[config.mk]
export PLATFORM = sky130hd
export DESIGN_NAME = ising_ram
export DESIGN_NICKNAME = d
export VERILOG_FILES = /design/src/hw/rtl/ising_ram.sv
export SDC_FILE = /design/constraint.sdc
export NUM_CORES = 2
export LEC_CHECK = 0
export BUFFER_PORTS_ARGS = -buffer_cell sky130_fd_sc_hd__clkbuf_2
export CAP_MARGIN = 20
export CORE_ASPECT_RATIO = 2
export CORE_MARGIN = 2
export CORE_UTILIZATION = 60
export CTS_BUF_LIST = sky130_fd_sc_hd__clkbuf_8
export DETAILED_ROUTE_END_ITERATION = 10
export PLACE_DENSITY_LB_ADDON = 0.2
export SLEW_MARGIN = 20
export SYNTH_ARGS = -nofsm -noshare
export SYNTH_HDL_FRONTEND = slang
export SYNTH_SLANG_ARGS = --single-unit
[constraint.sdc]
create_clock -name clk -period 16.2 [get_ports clk]
set_input_delay 3.24 -clock clk [delete_from_list [all_inputs] [get_ports clk]]
set_output_delay 3.24 -clock clk [all_outputs]
set_load 0.005 [all_outputs]
[src/hw/rtl/ising_ram.sv]
// ----------------------------------------------------------------------------
// ising_ram
// Generic single-write, single-read RAM with a registered read port.
// ----------------------------------------------------------------------------
module ising_ram #(
    parameter int DATA_W = 64,
    parameter int DEPTH  = 64
) (
    input  logic                     clk,
    input  logic                     we,
    input  logic [$clog2(DEPTH)-1:0] waddr,
    input  logic [DATA_W-1:0]        wdata,
    input  logic                     re,
    input  logic [$clog2(DEPTH)-1:0] raddr,
    output logic [DATA_W-1:0]        rdata
);

    logic [DATA_W-1:0] mem_reg [DEPTH];
    logic [DATA_W-1:0] rdata_reg;

    always_ff @(posedge clk)
    begin
        if (we)
        begin
            mem_reg[waddr] <= wdata;
        end
        if (re)
        begin
            rdata_reg <= mem_reg[raddr];
        end
    end

    assign rdata = rdata_reg;

endmodule

== Word level (Yosys, flattened, before mapping) ==
Memory sizes are Yosys's and may differ from the RTL's. A register that Yosys moved wholly into a read port is not among the register bits.
Cells that the tools add are included.
Word-level totals
  register bits: 0
  memory bits (writable): 4096
  input port bits: 79
  output and inout port bits: 64
  word-level logic and storage cells: 3
  memories kept: 1
Memory list
  mem_reg: words 64, width 64, rd ports 1, clocked after Yosys merged registers in 1, wr ports 1, RTL line 18  | logic [DATA_W-1:0] mem_reg [DEPTH];
Operators by class
  mux-type cells: 2
Operator list (count)
  $mux 1: 2

== Longest topological paths before layout ==
  word-level depth: 2
  mapped depth: 9
  gate-level depth less buffers: 5

== Least setup slack after synthesis ==
OpenSTA, ideal clock, no wires.
  kind: in2reg
  start: input waddr[3]
  end: memory mem_reg[48][0] (enable)
  library setup time: 0.564 ns
  data arrival time: 8.112 ns
  required time: 15.636 ns
  setup slack: 7.524 ns
  stages: 4
  path buffers: 1
  cells stage by stage: clkbuf_1 -> nor2b_1 -> nand4b_1 -> nor3_1
RTL lines
  start, declared: RTL line 11  | input logic [$clog2(DEPTH)-1:0] waddr,
  end, declared: RTL line 18
Straight into the memory's write port.

==> qor.yml <==
global_routing:
  grtUsageMet2: 0.562
  grt-ovfl-total: 0
  track_usage: 0.334
  antenna_found_initial: 36
  busiest_layer: "met2"
  use_met1: 0.410
  use_met3: 0.0584
  grt_pass1_vias: 78200
  grt_pass1_wl_um: 602000
  grt_max_degree: 141
synthesis:
  syn_area_sq_um: 157000
  synth-simple-area-share: 0.0123
  synth_most_common_cell: "edfxtp_1"
  synth_ff_type: "edfxtp_1"
  synth_top_family_by_area: "multiplexers"
  synth_mux_area_frac: 0.156
  yosys.area_share.adder: 0
  yosysWarningCount: 0
  synth_xor_area_frac: 0
  synth_compound_area_frac: 0.0247
  ys_ff_latch: 4160
  ys_top_cells_by_area: "edfxtp_1 80%, mux4_2 15%, mux2i_1 0.86%, a22oi_1 0.80%, buf_2 0.54%"
  synth_nets: 6677
  synth_cell_type_count: 32
  synth_top_area_share: 0.796
  synth_cells: 6598
  synth_enable_flop_cells: 4160
  ys_seq_area_frac: 0.796
  syn_area_per_cell_sq_um: 23.8
  yosys-top-cells-count: "4160 x edfxtp_1, 1024 x mux4_2, 170 x buf_2, 168 x a22oi_1, 140 x clkbuf_1"
  async_flop_share: 0
  synth_top_area_cell: "edfxtp_1"
clock_network:
  insertion_delay_ns: 1.08
  cts_buffers: 557
  clockBufferDepth: 4
  ctsHoldBuffers: 0
  cts_setup_buffers: 0
  cts_tree: "built"
  htreeDepth: 6
  cts_resized: 0
  clk_pin_slew_ns: 0.07
  cts.sinks: 4160
  cts-root-buf: "clkbuf_8"
detailed_routing:
  dr.first_iter.drc_count: 10900
  drc: 0
  wirelength_um: 438000
  drtPass1Iterations: 5
  ant_nets: 0
  via_per_inst: 7.02
  vias: 77600
  wl_per_cell_um: 39.6
sta:
  setup_violations: 0
  skew_ns: 0.0602
  holdWs_ns: 0.924
  worst_slew_pin_slew_ns: 1.20
  period_minus_slack_ns: 6.77
  hold_viol: 0
  fin_crit_sh: 0.418
  maxSlewViolCount: 0
  rsz0062_at_grt: "no"
  timing.slew.headroom: 0.200
  max_clock_freq_mhz: 148
  finalSetupTns_ns: 0
floorplanning:
  io-pin-count: 143
  die_h_um: 727
  dieArea_sq_um: 266000
  row_count: 265
  core_area_sq_um: 260000
  start_util: 0.603
  dieWidth_um: 366
worst_setup_path:
  r2r-end: "rdata[35]"
  path_class: "in -> reg"
  crit_path_max_fanout: 68
  r2r_cells: 4
  endpoint_kind: "register"
  crit_arrival_ns: 7.53
  critical_path.startpoint_type: "input pin"
  r2r_start: "mem_reg[38][35]"
  cp_data_required_time_ns: 16.96
  rrSetupSlack_ns: 13.98
  cp-endpoint: "rdata[54]"
  critPathLaunch: "raddr[1]"
layout:
  final_area_sq_um: 173000
  largest_reg_flops: 4096
  drive_above_1_share: 0.289
  final_core_utilization: 0.664
  nNetsFinal: 7220
  syn2layout_area_growth_pct: 10.1
min_path:
  min_path_type: "reg -> reg"
power_and_ir_drop:
  power_mw: 20.4
  power_leakage_nw: 54.1
  vdd_ir_drop_max_mv: 0.0791
  p_per_area_nw_per_um2: 118
run:
  drv_cap: 0
placed_design:
  hpwl_um: 233000
  dpl_cell_area_sq_um: 163000
  gp_congestion: 0.798
  port_buffers: 142
status:
  outcome: "complete, no violations"
## logic make-up (layout without fill, tap and decap cells)
logic type | after synthesis | in the layout
DFF | 4160 | 4160
muxes | 1159 | 1159
AOI/OAI and AO/OA | 504 | 504
buffers and inverters | 389 | 1343
and+or+nand+nor | 386 | 386
other | 0 | 32
## power by group
part	total (mW)	switching (mW)	internal [mW]
clock network	7.45	3.82	3.63
logic	0.968	0.610	0.358
registers	12.0	0.0454	11.9
## routing by layer
metal,wire length [um],up-vias
li1,-,29700
met1,139000,41400
met2,226000,5242
met3,44000,1304
met4,29200,20
met5,123,-
## worst max-delay path, stage by stage
cell and delay (ns):
buf_8 0.50, buf_4 0.85, buf_4 0.79, buf_4 0.82, mux4_2 0.42, mux2i_1 0.15
o22ai_1 0.10, a31oi_1 0.34, a211oi_1 0.07
## through the flow
| stage | cells | setup WS (ns) |
|---|---|---|
| after global placement | 10100 | 8.42 |
| after CTS | 11000 | 9.53 |
| final | 11100 | 9.43 |
| after global routing | 11000 | 9.32 |
| after floorplan | 6598 | 7.52 |
| after detailed placement | 10100 | 8.40 |
## worst min-delay path by stage
| stage | end | start | cells after the start | slack, ns |
|---|---|---|---|---|
| global placement | rdata[14] | mem_reg[47][14] | 4 | 0.90 |
| finish | rdata[62] | mem_reg[60][62] | 4 | 0.92 |
| floorplan | rdata[61] | mem_reg[30][61] | 4 | 0.86 |
| detailed placement | rdata[30] | mem_reg[45][30] | 4 | 0.91 |
| CTS | rdata[30] | mem_reg[45][30] | 4 | 0.93 |
| global route | rdata[62] | mem_reg[60][62] | 4 | 0.96 |
## cells in the final DEF (no fill, tap or decap), types with 32 or more instances in the layout
master,synthesis,final
nand2_1,58,54
o22ai_1,83,83
inv_1,19,165
buf_2,170,47
nor2_1,112,47
mux4_2,1024,1024
a211oi_1,63,63
clkbuf_2,0,81
a22oi_1,168,168
diode_2,0,32
edfxtp_1,4160,4160
mux2i_1,135,135
clkbuf_8,0,579
a22o_1,88,88
clkinv_1,0,129
and3_1,64,64
buf_4,34,211
o221ai_1,38,38
clkinv_2,0,59
nand3_1,45,45
nor2_4,0,64
## final cells by class
class	count	area (sq um)
Clock buffer	579	7970
Inverter	19	71.3
Clock inverter	391	2220
Timing Repair Buffer	354	2500
Antenna cell	32	80.1
Multi-Input combinational cell	2049	30800
Sequential cell	4160	125000
Tap cell	3471	4340
Fill cell	16200	87400
(Power assumes the default switching activity.)
