[config.mk]
export PLATFORM = sky130hd
export DESIGN_NAME = ising_addr
export DESIGN_NICKNAME = d
export VERILOG_FILES = /design/src/hw/rtl/ising_pkg.sv /design/src/hw/rtl/ising_addr.sv
export SDC_FILE = /design/constraint.sdc
export NUM_CORES = 1
export LEC_CHECK = 0
export BUFFER_PORTS_ARGS = -buffer_cell sky130_fd_sc_hd__buf_2
export CORE_AREA = 2 2 39 41
export DETAILED_ROUTE_END_ITERATION = 16
export DIE_AREA = 0 0 41 43
export PLACE_DENSITY = 0.59
export SYNTH_ARGS = -nofsm -noshare
export SYNTH_HDL_FRONTEND = slang
export SYNTH_SLANG_ARGS = --single-unit
export TNS_END_PERCENT = 30
[constraint.sdc]
create_clock -name vclk -period 2.4
set_clock_uncertainty 0.1 [all_clocks]
set_input_delay 0.6 -clock vclk [all_inputs]
set_output_delay 0.6 -clock vclk [all_outputs]
set_load 0.005 [all_outputs]
[src/hw/rtl/ising_pkg.sv]
// ----------------------------------------------------------------------------
// ising_pkg
// Shared widths, codes, types and a helper function for the Ising spin-flip
// core.
// ----------------------------------------------------------------------------
package ising_pkg;

    // Default lattice geometry and random fraction width.
    localparam int LATTICE_WIDTH_DEF  = 64;
    localparam int LATTICE_HEIGHT_DEF = 64;
    localparam int RANDOM_BITS_DEF    = 16;

    // Fixed field widths of the word interfaces.
    localparam int SITE_W   = 12;
    localparam int RND_W    = 16;
    localparam int THR_W    = 16;
    localparam int DELTA_W  = 5;
    localparam int MAG_W    = 14;
    localparam int ENERGY_W = 15;
    localparam int CFG_IDX_W = 1;

    // Fraction bits of the reciprocal used to split a site into row and column.
    localparam int RECIP_SHIFT = 24;

    // Operation codes carried in the func field.
    localparam logic FUNC_PROPOSE = 1'b0;
    localparam logic FUNC_WRITE   = 1'b1;

    // Configuration register indices.
    localparam logic [CFG_IDX_W-1:0] REG_THRESH_FOUR  = 1'b0;
    localparam logic [CFG_IDX_W-1:0] REG_THRESH_EIGHT = 1'b1;

    // Energy changes of a single flip, in units of J.
    localparam logic signed [DELTA_W-1:0] DELTA_NEG_EIGHT = -5'sd8;
    localparam logic signed [DELTA_W-1:0] DELTA_NEG_FOUR  = -5'sd4;
    localparam logic signed [DELTA_W-1:0] DELTA_ZERO      = 5'sd0;
    localparam logic signed [DELTA_W-1:0] DELTA_FOUR      = 5'sd4;
    localparam logic signed [DELTA_W-1:0] DELTA_EIGHT     = 5'sd8;

    // Outcome of evaluating one item against the lattice.
    typedef struct packed {
        logic                       flip;
        logic signed [DELTA_W-1:0]  delta;
        logic                       new_spin;
    } ising_eval_t;

    // Energy change of flipping a spin, given how many of its four
    // neighbours point up.
    function automatic logic signed [DELTA_W-1:0] delta_of(
        input logic       spin,
        input logic [2:0] up_count
    );
        logic signed [DELTA_W-1:0] d_up;
        case (up_count)
            3'd0:    d_up = DELTA_NEG_EIGHT;
            3'd1:    d_up = DELTA_NEG_FOUR;
            3'd2:    d_up = DELTA_ZERO;
            3'd3:    d_up = DELTA_FOUR;
            default: d_up = DELTA_EIGHT;
        endcase
        return spin ? d_up : -d_up;
    endfunction

endpackage

[src/hw/rtl/ising_addr.sv]
// ----------------------------------------------------------------------------
// ising_addr
// Splits a linear site index into its row and the two wrapped neighbour
// rows, and flags sites beyond the lattice.
// ----------------------------------------------------------------------------
module ising_addr
    import ising_pkg::*;
#(
    parameter int LATTICE_WIDTH  = LATTICE_WIDTH_DEF,
    parameter int LATTICE_HEIGHT = LATTICE_HEIGHT_DEF
) (
    input  logic [SITE_W-1:0]                 site,
    output logic                              in_range,
    output logic [$clog2(LATTICE_HEIGHT)-1:0] row,
    output logic [$clog2(LATTICE_HEIGHT)-1:0] row_up,
    output logic [$clog2(LATTICE_HEIGHT)-1:0] row_dn
);

    localparam int ROW_W = $clog2(LATTICE_HEIGHT);
    localparam longint unsigned SITE_COUNT =
        longint'(LATTICE_WIDTH) * longint'(LATTICE_HEIGHT);
    // Rounded-up reciprocal of the width; exact for every 12-bit site.
    localparam longint unsigned RECIP = (64'd1 << RECIP_SHIFT) / LATTICE_WIDTH + 64'd1;
    localparam logic [ROW_W-1:0] ROW_LAST = ROW_W'(LATTICE_HEIGHT - 1);

    logic [47:0] prod;

    assign in_range = 64'(site) < SITE_COUNT;
    assign prod     = 48'(site) * 48'(RECIP);
    assign row      = prod[RECIP_SHIFT +: ROW_W];
    assign row_up   = (row == ROW_LAST) ? '0 : row + ROW_W'(1);
    assign row_dn   = (row == '0) ? ROW_LAST : row - ROW_W'(1);

endmodule

After elaboration in Yosys (flattened, before gate mapping)
Index checks and enable logic that the tools add are counted.

Bits in registers: 0. Bits of input ports: 12. Output and inout bits: 19. Word-level logic and storage cells: 7.

$add $sub $neg: 2. Multiply operators: 1. Equal/unequal tests: 1. Multiplexer cells: 2. Reduce and logical (&&, ||, !) cells: 1.

Operators by type and width (number): $mul A12 B19 Y30 const B (1); $mux W6 (2); $add A6 B1 Y6 const B (1); $eq A6 B6 Y1 const B (1); $logic_not A6 Y1 (1); $sub A6 B1 Y6 const B (1).

Depth between registers and ports, before layout
Depth in word-level cells: 3. Gate-level depth with buffers: 6. Gate-level depth less buffers: 5.

Least setup slack after synthesis
OpenSTA, ideal clock, no wires.

Kind: input-to-output. From: input site[6]. To: output row_dn[2]. Data arrival time: 1.471 ns. Required time: 1.700 ns. Slack: 0.229 ns. Stages on the path: 6. Buffers on the path: 1. Path through: buf_2 > inv_1 > ha_1 > nor3b_2 > a211oi_1 > a21oi_1.

Longest elaborated chain between the ends: 3. Elaborated cells between the ends (all ways): 4. Those cells by class: add/sub: 1; mul: 1; mux: 1; reduce/logical: 1.

RTL lines: start, declared (RTL line ising_addr.sv:12) `input logic [SITE_W-1:0] site,`; $mul A12 B19 Y30 (*) (RTL line ising_addr.sv:29) `assign prod = 48'(site) * 48'(RECIP);`; $sub A6 B1 Y6 / $logic_not A6 Y1 (equally long branches) (RTL line ising_addr.sv:32) `assign row_dn = (row == '0) ? ROW_LAST : row - ROW_W'(1);`; $mux W6 (*) (RTL line ising_addr.sv:32); end, declared (RTL line ising_addr.sv:16) `output logic [$clog2(LATTICE_HEIGHT)-1:0] row_dn`.

Every way passes the cells marked *; elsewhere a longest branch is shown, timed or not.

Worst setup path in the final report
Same ends and word-level chain as after synthesis.

==> summary.log <==
[sta] WHS 1.368 ns
[placement] pre-CTS WS 0.06850 ns
[floorplan] count of boundary I/O pins 31
[drt] via count normalized by instance count 4.561
[synthesis] main area contributors after synthesis sky130_fd_sc_hd__buf_4, sky130_fd_sc_hd__ha_1, sky130_fd_sc_hd__nor2_1
[global_route] number of global-route vias before repair 263
[drt] per-cell routed wire length 9.573 um
[pwr] worst vdd ir 0.00005137 V
[critical_path] type of the worst setup path input port to output pin
[critical_path] Worst EP arrival 1.61 ns
[synthesis] post-synthesis instance area 330.3 um2
[pwr] total power density per cell area 171.8 nW/um2
[floorplan] Die Width 41 um
[drt] vias post-DR 374
[floorplan] standard-cell row count 14
[placement] Routability Congestion 0.8060
[final_layout] number of clock buffer instances in the layout 0
[drt] sum of met2 wire segment lengths after detailed routing 337 um
[synthesis] sequential fraction of the synthesis area 0
[synthesis] Yosys top cell area share 0.1591
[placement] Port Buffer Count 24
[sta] smallest setup slack after layout 0.09485 ns
[synthesis] mean cell area of the mapped netlist 6.741 um2
[global_route] number of antenna violations at the first check in global routing 0
[synthesis] largest area contributor in the netlist sky130_fd_sc_hd__buf_4
[global_route] combined global-route utilization of all metal layers 0.08591
[final_layout] sequential cell area in the final layout 0 um2
[job] Max-Cap Viols 0
[placement] total instance count after detailed placement 82
[drt] detailed-router iteration count before antenna repair 2
[final_layout] synthesis-to-finish area growth 31.82%
[placement] DP HPWL 641 um
[sta] peak clock frequency supported by timing 0.4338 GHz
[critical_path] Crit Path Max Fanout 3
[sta] final critical-path required period 2.305 ns
[run_status] outcome complete, no violations
[final_layout] number of antenna repair diodes 0
[floorplan] placeable core region 1384 um2
[synthesis] Synthesis Warnings 0
[pwr] Leakage 0.2194 nW
[sta] Max Transition Viols Final 0
[floorplan] total die area 1763 um2
[final_layout] post-route non-filler standard cell count 82
[drt] wire length on met1 381 um
[final_layout] number of nets in the layout 83
[drt] top routing layer in use met3
[floorplan] effective utilization at floorplan 0.2387
[synthesis] Post-Synthesis Cells 49
[global_route] overflow left after global routing 0
[drt] post-route DRC violation count 0
[drt] Post-Route WL 785 um
[global_route] global-route wire length before repair 1159 um
[final_layout] Filler Cell Count 171
[sta] final-report hold violation count 0
[synthesis] nets in the synthesized netlist 64
[drt] number of nets still failing antenna checks after routing 0
[min_path] worst min-delay path class input port to output pin
[critical_path] kind of start point of the critical path input port
[sta] number of setup violations in the final report 0
[global_route] pin count of the biggest net entering global routing 12
[critical_path] data required time at the worst endpoint 1.70 ns
[sta] unrepaired setup endpoints after global routing false
[sta] Setup TNS 0 ns
[floorplan] Chip Height 43 um
[sta] period utilization 0.9605
[drt] Detail Route met3 WL 66 um
[synthesis] post-synth cell types 24
[final_layout] sequential cell count 0
[critical_path] nature of the critical path endpoint output pin
[drt] number of DRC markers after the initial detailed-route iteration 6
[final_layout] final core utilization 0.3146
[final_layout] share of final-layout standard cells stronger than drive strength 1 0.4697
-- cells in the mapped netlist (all sizes together) --
master	count
a21oi	4
o21ai	2
nor3	1
o41ai	1
nor2b	1
a21boi	1
a31oi	1
inv	4
o21bai	3
a211oi	1
ha	3
nand3	3
conb	1
xor2	1
nor4	1
xnor2	2
nor2	6
nand2	3
nor3b	1
buf	9
-- critical path: stages --
cell and delay (ns):
sky130_fd_sc_hd__buf_2 0.11, sky130_fd_sc_hd__inv_1 0.15, sky130_fd_sc_hd__ha_4 0.16, sky130_fd_sc_hd__nor3b_4 0.22
sky130_fd_sc_hd__a211oi_1 0.10, sky130_fd_sc_hd__a21oi_1 0.14, sky130_fd_sc_hd__buf_2 0.13
-- stage by stage --
stage / power (mW) / instance area (um2)
finish: 0.07482 / 435.4
global route: 0.08441 / 435.4
CTS: 0.07265 / 416.7
detailed placement: 0.07235 / 416.7
global placement: 0.07159 / 416.7
floorplan: 0.04521 / 330.3
-- report_power, final --
| group | switching (mW) | total (mW) | internal, mW |
|---|---|---|---|
| sequential | 0 | 0 | 0 |
| clock | 0 | 0 | 0 |
| combinational | 0.0397 | 0.0748 | 0.0352 |
-- area by class of cell --
type               count  area (um2)  area share
repair buffers        26       135.1      0.3103
well taps             16       20.02     0.04598
multi-input cells     36       265.3      0.6092
inverters              4       15.01     0.03448
-- placed cells by master, fill, tap and decap left out, drive strengths merged, types with 2 or more instances in the layout --
cell / count
a21oi: 4
buf: 26
ha: 3
inv: 4
nand2: 3
nand3: 3
nor2: 6
o21ai: 2
o21bai: 3
xnor2: 2
-- path summary, 6_finish.rpt --
kind | from | endpoint | slack (ns) | cells past startpoint
min | site[9] | row[3] | 1.37 | 2
max | site[6] | row_dn[2] | 0.09 | 7
-- metal layers --
metal  up-vias  global-route usage
met2        16              0.1188
li1        196                   -
met3         0                   0
met5         -                   0
met4         0                   0
met1       162              0.1519
-- kinds of logic after synthesis --
kind of cell,synth area share
simple gates,0.2690
compound gates,0.2727
buf+inv,0.2538
xor+xnor,0.07956
fa+ha+maj,0.1136
other cells,0.01135
-- timing repair --
action / 4_1_cts / 5_1_grt
hold buffers: 0 / 0
resized for setup: 0 / 3
endpoints found under the setup margin: 0 / 2
buffers inserted: 0 / 0
(Power assumes the default switching activity.)
