[src/hw/rtl/ising_pkg.sv]
// ----------------------------------------------------------------------------
// ising_pkg
// Shared widths, codes, types and a helper function for the Ising spin-flip
// core.
// ----------------------------------------------------------------------------
package ising_pkg;

    // Default lattice geometry and random fraction width.
    localparam int LATTICE_WIDTH_DEF  = 64;
    localparam int LATTICE_HEIGHT_DEF = 64;
    localparam int RANDOM_BITS_DEF    = 16;

    // Fixed field widths of the word interfaces.
    localparam int SITE_W   = 12;
    localparam int RND_W    = 16;
    localparam int THR_W    = 16;
    localparam int DELTA_W  = 5;
    localparam int MAG_W    = 14;
    localparam int ENERGY_W = 15;
    localparam int CFG_IDX_W = 1;

    // Fraction bits of the reciprocal used to split a site into row and column.
    localparam int RECIP_SHIFT = 24;

    // Operation codes carried in the func field.
    localparam logic FUNC_PROPOSE = 1'b0;
    localparam logic FUNC_WRITE   = 1'b1;

    // Configuration register indices.
    localparam logic [CFG_IDX_W-1:0] REG_THRESH_FOUR  = 1'b0;
    localparam logic [CFG_IDX_W-1:0] REG_THRESH_EIGHT = 1'b1;

    // Energy changes of a single flip, in units of J.
    localparam logic signed [DELTA_W-1:0] DELTA_NEG_EIGHT = -5'sd8;
    localparam logic signed [DELTA_W-1:0] DELTA_NEG_FOUR  = -5'sd4;
    localparam logic signed [DELTA_W-1:0] DELTA_ZERO      = 5'sd0;
    localparam logic signed [DELTA_W-1:0] DELTA_FOUR      = 5'sd4;
    localparam logic signed [DELTA_W-1:0] DELTA_EIGHT     = 5'sd8;

    // Outcome of evaluating one item against the lattice.
    typedef struct packed {
        logic                       flip;
        logic signed [DELTA_W-1:0]  delta;
        logic                       new_spin;
    } ising_eval_t;

    // Energy change of flipping a spin, given how many of its four
    // neighbours point up.
    function automatic logic signed [DELTA_W-1:0] delta_of(
        input logic       spin,
        input logic [2:0] up_count
    );
        logic signed [DELTA_W-1:0] d_up;
        case (up_count)
            3'd0:    d_up = DELTA_NEG_EIGHT;
            3'd1:    d_up = DELTA_NEG_FOUR;
            3'd2:    d_up = DELTA_ZERO;
            3'd3:    d_up = DELTA_FOUR;
            default: d_up = DELTA_EIGHT;
        endcase
        return spin ? d_up : -d_up;
    endfunction

endpackage

[src/hw/rtl/ising_eval.sv]
// ----------------------------------------------------------------------------
// ising_eval
// Picks the site and its four neighbours out of three lattice rows, forms
// the flip energy, makes the Metropolis or write decision and builds the
// updated row.
// ----------------------------------------------------------------------------
module ising_eval
    import ising_pkg::*;
#(
    parameter int LATTICE_WIDTH  = LATTICE_WIDTH_DEF,
    parameter int LATTICE_HEIGHT = LATTICE_HEIGHT_DEF,
    parameter int RANDOM_BITS    = RANDOM_BITS_DEF
) (
    input  logic [SITE_W-1:0]                 site,
    input  logic [$clog2(LATTICE_HEIGHT)-1:0] row,
    input  logic                              in_range,
    input  logic                              func,
    input  logic [RND_W-1:0]                  rnd,
    input  logic                              spin_value,
    input  logic [THR_W-1:0]                  thr_four,
    input  logic [THR_W-1:0]                  thr_eight,
    input  logic [LATTICE_WIDTH-1:0]          row_dn_data,
    input  logic [LATTICE_WIDTH-1:0]          row_mid_data,
    input  logic [LATTICE_WIDTH-1:0]          row_up_data,
    output ising_eval_t                       res,
    output logic [LATTICE_WIDTH-1:0]          wr_data
);

    localparam int COL_W = $clog2(LATTICE_WIDTH);
    localparam int CMP_W = RND_W + THR_W + RANDOM_BITS;
    localparam logic [COL_W-1:0] COL_LAST = COL_W'(LATTICE_WIDTH - 1);
    localparam logic [RND_W-1:0] RND_MASK = (RANDOM_BITS >= RND_W) ?
        {RND_W{1'b1}} : RND_W'((64'd1 << RANDOM_BITS) - 64'd1);

    logic [31:0]               col_full;
    logic [COL_W-1:0]          col;
    logic [COL_W-1:0]          col_l;
    logic [COL_W-1:0]          col_r;
    logic                      spin;
    logic [2:0]                up_count;
    logic signed [DELTA_W-1:0] delta;
    logic [THR_W-1:0]          thr;
    logic [CMP_W-1:0]          lhs;
    logic [CMP_W-1:0]          rhs;
    logic                      below;
    logic                      flip_ok;

    always_comb
    begin
        col_full = 32'(site) - 32'(row) * 32'(LATTICE_WIDTH);
        col      = col_full[COL_W-1:0];
        col_l    = (col == '0) ? COL_LAST : col - COL_W'(1);
        col_r    = (col == COL_LAST) ? '0 : col + COL_W'(1);

        spin     = row_mid_data[col];
        up_count = 3'(row_mid_data[col_l]) + 3'(row_mid_data[col_r])
                 + 3'(row_up_data[col]) + 3'(row_dn_data[col]);
        delta    = delta_of(spin, up_count);

        // A rise is taken when the random fraction lies below the threshold.
        thr   = (delta == DELTA_EIGHT) ? thr_eight : thr_four;
        lhs   = CMP_W'(rnd & RND_MASK) << RND_W;
        rhs   = CMP_W'(thr) << RANDOM_BITS;
        below = lhs < rhs;

        if (func == FUNC_PROPOSE)
        begin
            flip_ok = (delta <= DELTA_ZERO) || below;
        end
        else
        begin
            flip_ok = spin != spin_value;
        end

        res.flip     = in_range && flip_ok;
        res.delta    = in_range ? delta : DELTA_ZERO;
        res.new_spin = ~spin;

        wr_data      = row_mid_data;
        wr_data[col] = ~spin;
    end

endmodule

[config.mk]
export PLATFORM = sky130hd
export DESIGN_NAME = ising_eval
export DESIGN_NICKNAME = d
export VERILOG_FILES = /design/src/hw/rtl/ising_pkg.sv /design/src/hw/rtl/ising_eval.sv
export SDC_FILE = /design/constraint.sdc
export NUM_CORES = 1
export LEC_CHECK = 0
export BUFFER_PORTS_ARGS = -buffer_cell sky130_fd_sc_hd__buf_2
export CAP_MARGIN = 15
export CORE_AREA = 2 2 130 132
export DETAILED_ROUTE_END_ITERATION = 10
export DIE_AREA = 0 0 132 134
export PLACE_DENSITY_LB_ADDON = 0.25
export SETUP_SLACK_MARGIN = 0.1
export SYNTH_ARGS = -nofsm -noshare
export SYNTH_HDL_FRONTEND = slang
export SYNTH_SLANG_ARGS = --single-unit
export TNS_END_PERCENT = 100
[constraint.sdc]
create_clock -name vclk -period 16.1
set_clock_uncertainty 0.2 [all_clocks]
set_input_delay 1.61 -clock vclk [all_inputs]
set_output_delay 1.61 -clock vclk [all_outputs]
set_load 0.02 [all_outputs]
Word-level counts from Yosys, hierarchy flattened
Cells that the tools add are included.
{ "classes": {"add_sub_neg": 7, "magnitude_cmp": 6, "eq_ne": 6, "muxes": 20, "bitwise": 1, "reduce_logical": 5} }
{ "op_table": {"columns": ["op", "n"], "rows": [
  ["64-bit bitwise mux", 1],
  ["32-bit less-than comparator", 1],
  ["1-bit binary-select mux with 6-bit select", 5],
  ["6-bit by 7-bit less-than comparator with 1-bit output (second input constant)", 3],
  ["5-bit one-hot mux with 4 select lines", 1],
  ["16-bit 2-to-1 mux", 1],
  ["6-bit 2-to-1 mux", 2],
  ["6-bit by 1-bit subtractor with 6-bit output (second input constant)", 2],
  ["5-bit 2-to-1 mux", 2],
  ["1-bit 2-to-1 mux", 7],
  ["6-bit by 1-bit adder with 6-bit output (second input constant)", 1],
  ["1-bit demux with 6-bit select", 1],
  ["3-bit by 2-bit equality test with 1-bit output (second input constant)", 2],
  ["6-bit equality test (second input constant)", 1],
  ["6-bit by 1-bit greater-or-equal comparator with 1-bit output (second input constant)", 1],
  ["6-bit zero test", 1],
  ["5-bit equality test (second input constant)", 1],
  ["5-bit by 1-bit <= comparator with 1-bit output (second input constant)", 1],
  ["5-bit negation", 1],
  ["2-bit by 1-bit adder with 3-bit output", 1],
  ["3-bit by 1-bit adder with 3-bit output", 1],
  ["3-bit by 1-bit equality test with 1-bit output (second input constant)", 1],
  ["3-bit zero test", 1],
  ["1-bit by 1-bit adder with 2-bit output", 1],
  ["4 further kinds", 5]
]} }
{ "word_totals": {"reg_bits": 0, "inputBits": 261, "out_inout_bits": 71, "word_cells": 45} }

Logic depth before layout (Yosys ltp)
Gate-level depths: netlist of the first run.
{ "depth": {"depth_word": 18, "depth_mapped": 31, "mapped_depth_nobuf": 26} }

Worst setup path before layout of the first run
OpenSTA, ideal clock, no wires.
{ "synth_path": {"path_type": "in2out", "startpoint": "input site[1]", "endpoint": "output res[6] (netlist name)", "arrival_ps": 8087, "setup_slack_ps": 6203, "path_stages": 29, "path_buffers": 6, "path_cell_list": "buf_4 -> buf_4 -> inv_2 -> ha_1 -> clkbuf_1 -> buf_2 -> buf_2 -> mux4_2 -> mux4_2 -> mux2_2 -> a21oi_1 -> fa_1 -> inv_1 -> ha_1 -> inv_1 -> fa_1 -> o211ai_2 -> a21oi_4 -> buf_6 -> mux2i_1 -> ha_1 -> a21o_1 -> a21o_1 -> a21o_1 -> a21o_1 -> a21o_1 -> a31oi_1 -> o41ai_1 -> a21oi_1"} }
{ "synth_lines": {"columns": ["element", "line_no", "rtl"], "rows": [
  ["start: declaration", "ising_eval.sv:14", "input logic [SITE_W-1:0] site,"],
  ["end: declaration", "ising_eval.sv:25", "output ising_eval_t res,"]
]} }

==> results.json, run 1 <==
{
  "io_buffers": 318,
  "num-clock-buffers": 0,
  "synth_most_common_cell": "a21oi_1",
  "die_w_um": 132,
  "cts_hold_buf": 0,
  "period_needed_ps": 11080,
  "grt_usage": 0.232,
  "finalCritPeriodShare": 0.688,
  "wirelength_mm": 22.1,
  "drt_iter0_drc": 445,
  "netlist_instances": 543,
  "detail-route-antenna-nets": 0,
  "ctsResizeCount": 0,
  "finalSetupTns_ps": 0,
  "synth_top_area_frac": 0.243,
  "worstHoldPathType": "input pin to primary output",
  "start_util": 0.267,
  "start_kind": "input pin",
  "yosysSeqAreaShare": 0,
  "status": "finished, final reports clean",
  "relSlewSlack": 0.227,
  "dr.pass1.iters": 5,
  "arrival_ps": 9270,
  "drv_cap": 0,
  "rsz0062_at_grt": "false",
  "drive_gt1_frac": 0.501,
  "worstMarginPinSlew_ps": 1150,
  "overflow": 0,
  "via_per_inst": 5.82,
  "ir_drop_mv": 0.0277,
  "timing.fmax_mhz": 90.3,
  "num_rows": 47,
  "grt_max_degree": 70,
  "p_leak_uw": 0.00274,
  "ioPinCount": 332,
  "register_area_um2": 0,
  "ys_warn_count": 0,
  "wire_per_inst_um": 21.3,
  "drv_slew": 0,
  "vias": 6048,
  "hold_viol_final": 0,
  "seq_cell_count": 0,
  "fill_cells": 1772,
  "dpl.hpwl_mm": 17.4,
  "drc_errors": 0,
  "synth_area_leader_cell": "mux4_2",
  "whs_ps": 3380,
  "antenna_found_initial": 1,
  "worstSetupPathType": "input pin to primary output",
  "setup_viol": 0,
  "netlist_area_mm2": 0.00435,
  "coreArea_mm2": 0.0163,
  "nets": 1103,
  "fp.dieArea_mm2": 0.0177,
  "synthTopCellsByCount": "83 x a21oi_1, 68 x a31oi_1, 47 x mux4_2",
  "synth_area_leaders": "mux4_2 24%, a31oi_1 9.8%, a21oi_1 9.5%, mux2i_1 8.5%, o22ai_1 6.0%",
  "area.growth.synth_to_final_pct": 39.8,
  "synth_cell_type_count": 60,
  "power_density_mw_per_mm2": 47.9,
  "fp.dieH_um": 134,
  "grt_pass1_wl_mm": 32.9,
  "required_ps": 14290,
  "crit_path_max_fanout": 33,
  "place_congestion": 0.853,
  "critPathCaptureType": "primary output",
  "grt_pass1_vias": 5635,
  "cts_setup_buffers": 0,
  "utilization": 0.374,
  "syn_area_per_cell_um2": 8.02
}
critical path, stage by stage:
cell      delay [ps]
buf_2            620
inv_2            280
ha_1             370
a31oi_4          730
mux4_2           370
nor2b_1          130
a211oi_1          50
a21oi_1          200
mux2i_1          100
mux2_2           300
fa_1             530
inv_1             50
ha_1             350
inv_1            110
fa_1             610
o211ai_2         130
a21oi_4          590
mux2i_1          260
ha_1             260
a21o_1           180
a211o_1          280
a21oi_1          140
nand2_1           80
a221o_1          330
a31oi_1          160
o41ai_1           80
a21oi_1          140
buf_2            190
layout make-up:
class	instances	area [um^2]	area share
repair buffers	337	1740	0.286
inverters	12	45.0	0.00740
multi-input cells	469	4030	0.661
well taps	220	275	0.0452
diodes	1	2.50	0.000411
metal layers:
layer | track usage | vias to the layer above | wire length [um]
li1 | - | 2830 | -
met1 | 0.302 | 2859 | 9090
met2 | 0.413 | 331 | 10900
met3 | 0.0246 | 28 | 1600
met4 | 0.0568 | 0 | 549
met5 | 0 | - | 0
per-stage QoR:
stage / area (um^2) / power (uW) / setup slack, ps / std cells
final: 6090 / 292 / 5020 / 1039
after floorplan: 4360 / 202 / 6200 / 544
after global placement: 6070 / 290 / 5050 / 1037
after CTS: 6070 / 293 / 4970 / 1037
after detailed placement: 6070 / 291 / 4990 / 1037
after global routing: 6090 / 320 / 4390 / 1039
layout by cell type (no fill, tap or decap), drive strengths merged, types with 10 or more instances in the layout:
cell / n
buf: 337
a21oi: 84
a31oi: 70
mux4: 47
o22ai: 42
mux2i: 37
nand2: 22
nor2: 21
ha: 20
nor3: 15
inv: 12
o31ai: 10
o221ai: 10
report_power, final:
group / switching, uW / internal, uW
clock: 0 / 0.00000830
combinational: 164 / 127
sequential: 0 / 0
total: 164 / 127
cells by family (layout without fill, tap and decap cells):
| group | after synthesis | in the layout | synth area share |
|---|---|---|---|
| compound gates | 258 | 258 | 0.383 |
| mux | 87 | 87 | 0.337 |
| other cells | 1 | 3 | 0.000861 |
| fa+ha+maj | 22 | 22 | 0.0667 |
| xor+xnor | 3 | 3 | 0.00604 |
| buf+inv | 75 | 349 | 0.0853 |
| simple gates | 97 | 97 | 0.121 |
worst paths after layout:
path | startpoint | slack [ps] | end | cells past startpoint
setup / recovery | site[0] | 5020 | res[6] | 28
hold / removal | in_range | 3380 | res[3] | 4
(Power assumes the default switching activity.)
==> inputs of run 2 (changes only) <==
==> constraint.sdc (replaced) <==
create_clock -name vclk -period 9.4
set_clock_uncertainty 0.2 [all_clocks]
set_input_delay 0.94 -clock vclk [all_inputs]
set_output_delay 0.94 -clock vclk [all_outputs]
set_load 0.02 [all_outputs]
==> run 2 against run 1 <==
Die area is the same. Count of clock-buffer cells in the layout is the same. Final area grew 2.2%. Critical path type unchanged.
==> results.json, run 2 (synthesis gave the netlist of run 1 again) <==
{
  "drv_cap": 0,
  "grt_max_degree": 70,
  "overflow": 0,
  "io_buffers": 318,
  "nets": 1120,
  "start_kind": "input pin",
  "cp_slowest_stage_delay_ps": 600,
  "vias": 6036,
  "seq_cell_count": 0,
  "fp.dieH_um": 134,
  "final_cell_mix": "318 x buf_2, 83 x a21oi_1, 68 x a31oi_1",
  "final_common_cell": "buf_2",
  "final_area_mm2": 0.00622,
  "crit_path_max_fanout": 20,
  "cpLargestDelayFamily": "compound AO/OA/AOI/OAI gates",
  "required_ps": 8260,
  "grt_usage": 0.231,
  "critPathCaptureType": "primary output",
  "drv_slew": 0,
  "period_needed_ps": 8760,
  "ioPinCount": 332,
  "place_area_mm2": 0.00618,
  "register_area_um2": 0,
  "status": "finished, final reports clean",
  "timing.fmax_mhz": 114,
  "dr.pass1.iters": 5,
  "antenna_found_initial": 1,
  "arrival_ps": 7620,
  "place_congestion": 0.842,
  "wirelength_mm": 22.1,
  "die_w_um": 132,
  "num-clock-buffers": 0,
  "detail-route-antenna-nets": 0,
  "area.growth.synth_to_final_pct": 42.9,
  "utilization": 0.382,
  "power_density_mw_per_mm2": 84.2,
  "crit_path_top_delay_cell": "fa_1",
  "worstSetupPathType": "input pin to primary output",
  "coreArea_mm2": 0.0163,
  "wire_per_inst_um": 20.9,
  "crit_buf_inv": 8,
  "num_rows": 47,
  "hold_viol_final": 0,
  "finalSetupTns_ps": 0,
  "rsz0062_at_grt": "false",
  "dpl.hpwl_mm": 17.8,
  "finalCritPeriodShare": 0.932,
  "fp.dieArea_mm2": 0.0177,
  "drive_gt1_frac": 0.511,
  "worstMarginPinSlew_ps": 1190,
  "p_leak_uw": 0.00283,
  "setup_viol": 0,
  "relSlewSlack": 0.204,
  "grt_pass1_vias": 5690,
  "via_per_inst": 5.72,
  "cts_hold_buf": 0,
  "worstHoldPathType": "input pin to primary output",
  "ir_drop_mv": 0.0400,
  "drt_iter0_drc": 448,
  "grt_pass1_wl_mm": 32.7,
  "ctsResizeCount": 0,
  "whs_ps": 2040,
  "drc_errors": 0,
  "start_util": 0.267
}
[run 2: cell count changes in the layout (fill, tap and decap cells not counted), sizes merged]
cell,before,now
buf,337,354
[run 2: final cells by class]
type / count / area, um^2
antenna: 1 / 2.50
fill: 1765 / 10100
inverter: 12 / 45.0
multi-input combinational: 469 / 4030
tap: 220 / 275
timing repair buffer: 354 / 1870
[run 2: final timing paths]
check / startpoint / to / slack [ps] / cells past startpoint
min: in_range / res[3] / 2040 / 4
max: site[0] / res[6] / 640 / 30
[run 2: what timing repair did]
| action | CTS | global route |
|---|---|---|
| setup buffers | 0 | 5 |
| endpoints found under the hold margin | 0 | 0 |
| endpoints found under the setup margin | 0 | 1 |
[run 2: tightest hold or removal path, stage by stage]
cell    delay (ps)
buf_2          110
inv_1           60
nor2_1          40
buf_2          150
[run 2: stage by stage]
step	worst slack, ps	std cells	power, uW
CTS	451	1050	507
global placement	510	1050	502
global route	124	1056	571
finish	639	1056	524
detailed placement	487	1050	505
floorplan	843	544	346
[run 2: power by group]
part / total, uW / switching, uW / leakage, uW / internal [uW]
clock network: 0.0000142 / 0 / 0.00000000634 / 0.0000142
registers: 0 / 0 / 0 / 0
logic: 524 / 285 / 0.00283 / 239
total: 524 / 285 / 0.00283 / 239
[run 2: metal layers]
| layer | share of wire | GRT usage | vias up |
|---|---|---|---|
| li1 | - | - | 2857 |
| met1 | 0.41 | 0.299 | 2828 |
| met2 | 0.50 | 0.420 | 329 |
| met3 | 0.075 | 0.0227 | 22 |
| met4 | 0.020 | 0.0453 | 0 |
| met5 | 0 | 0 | - |
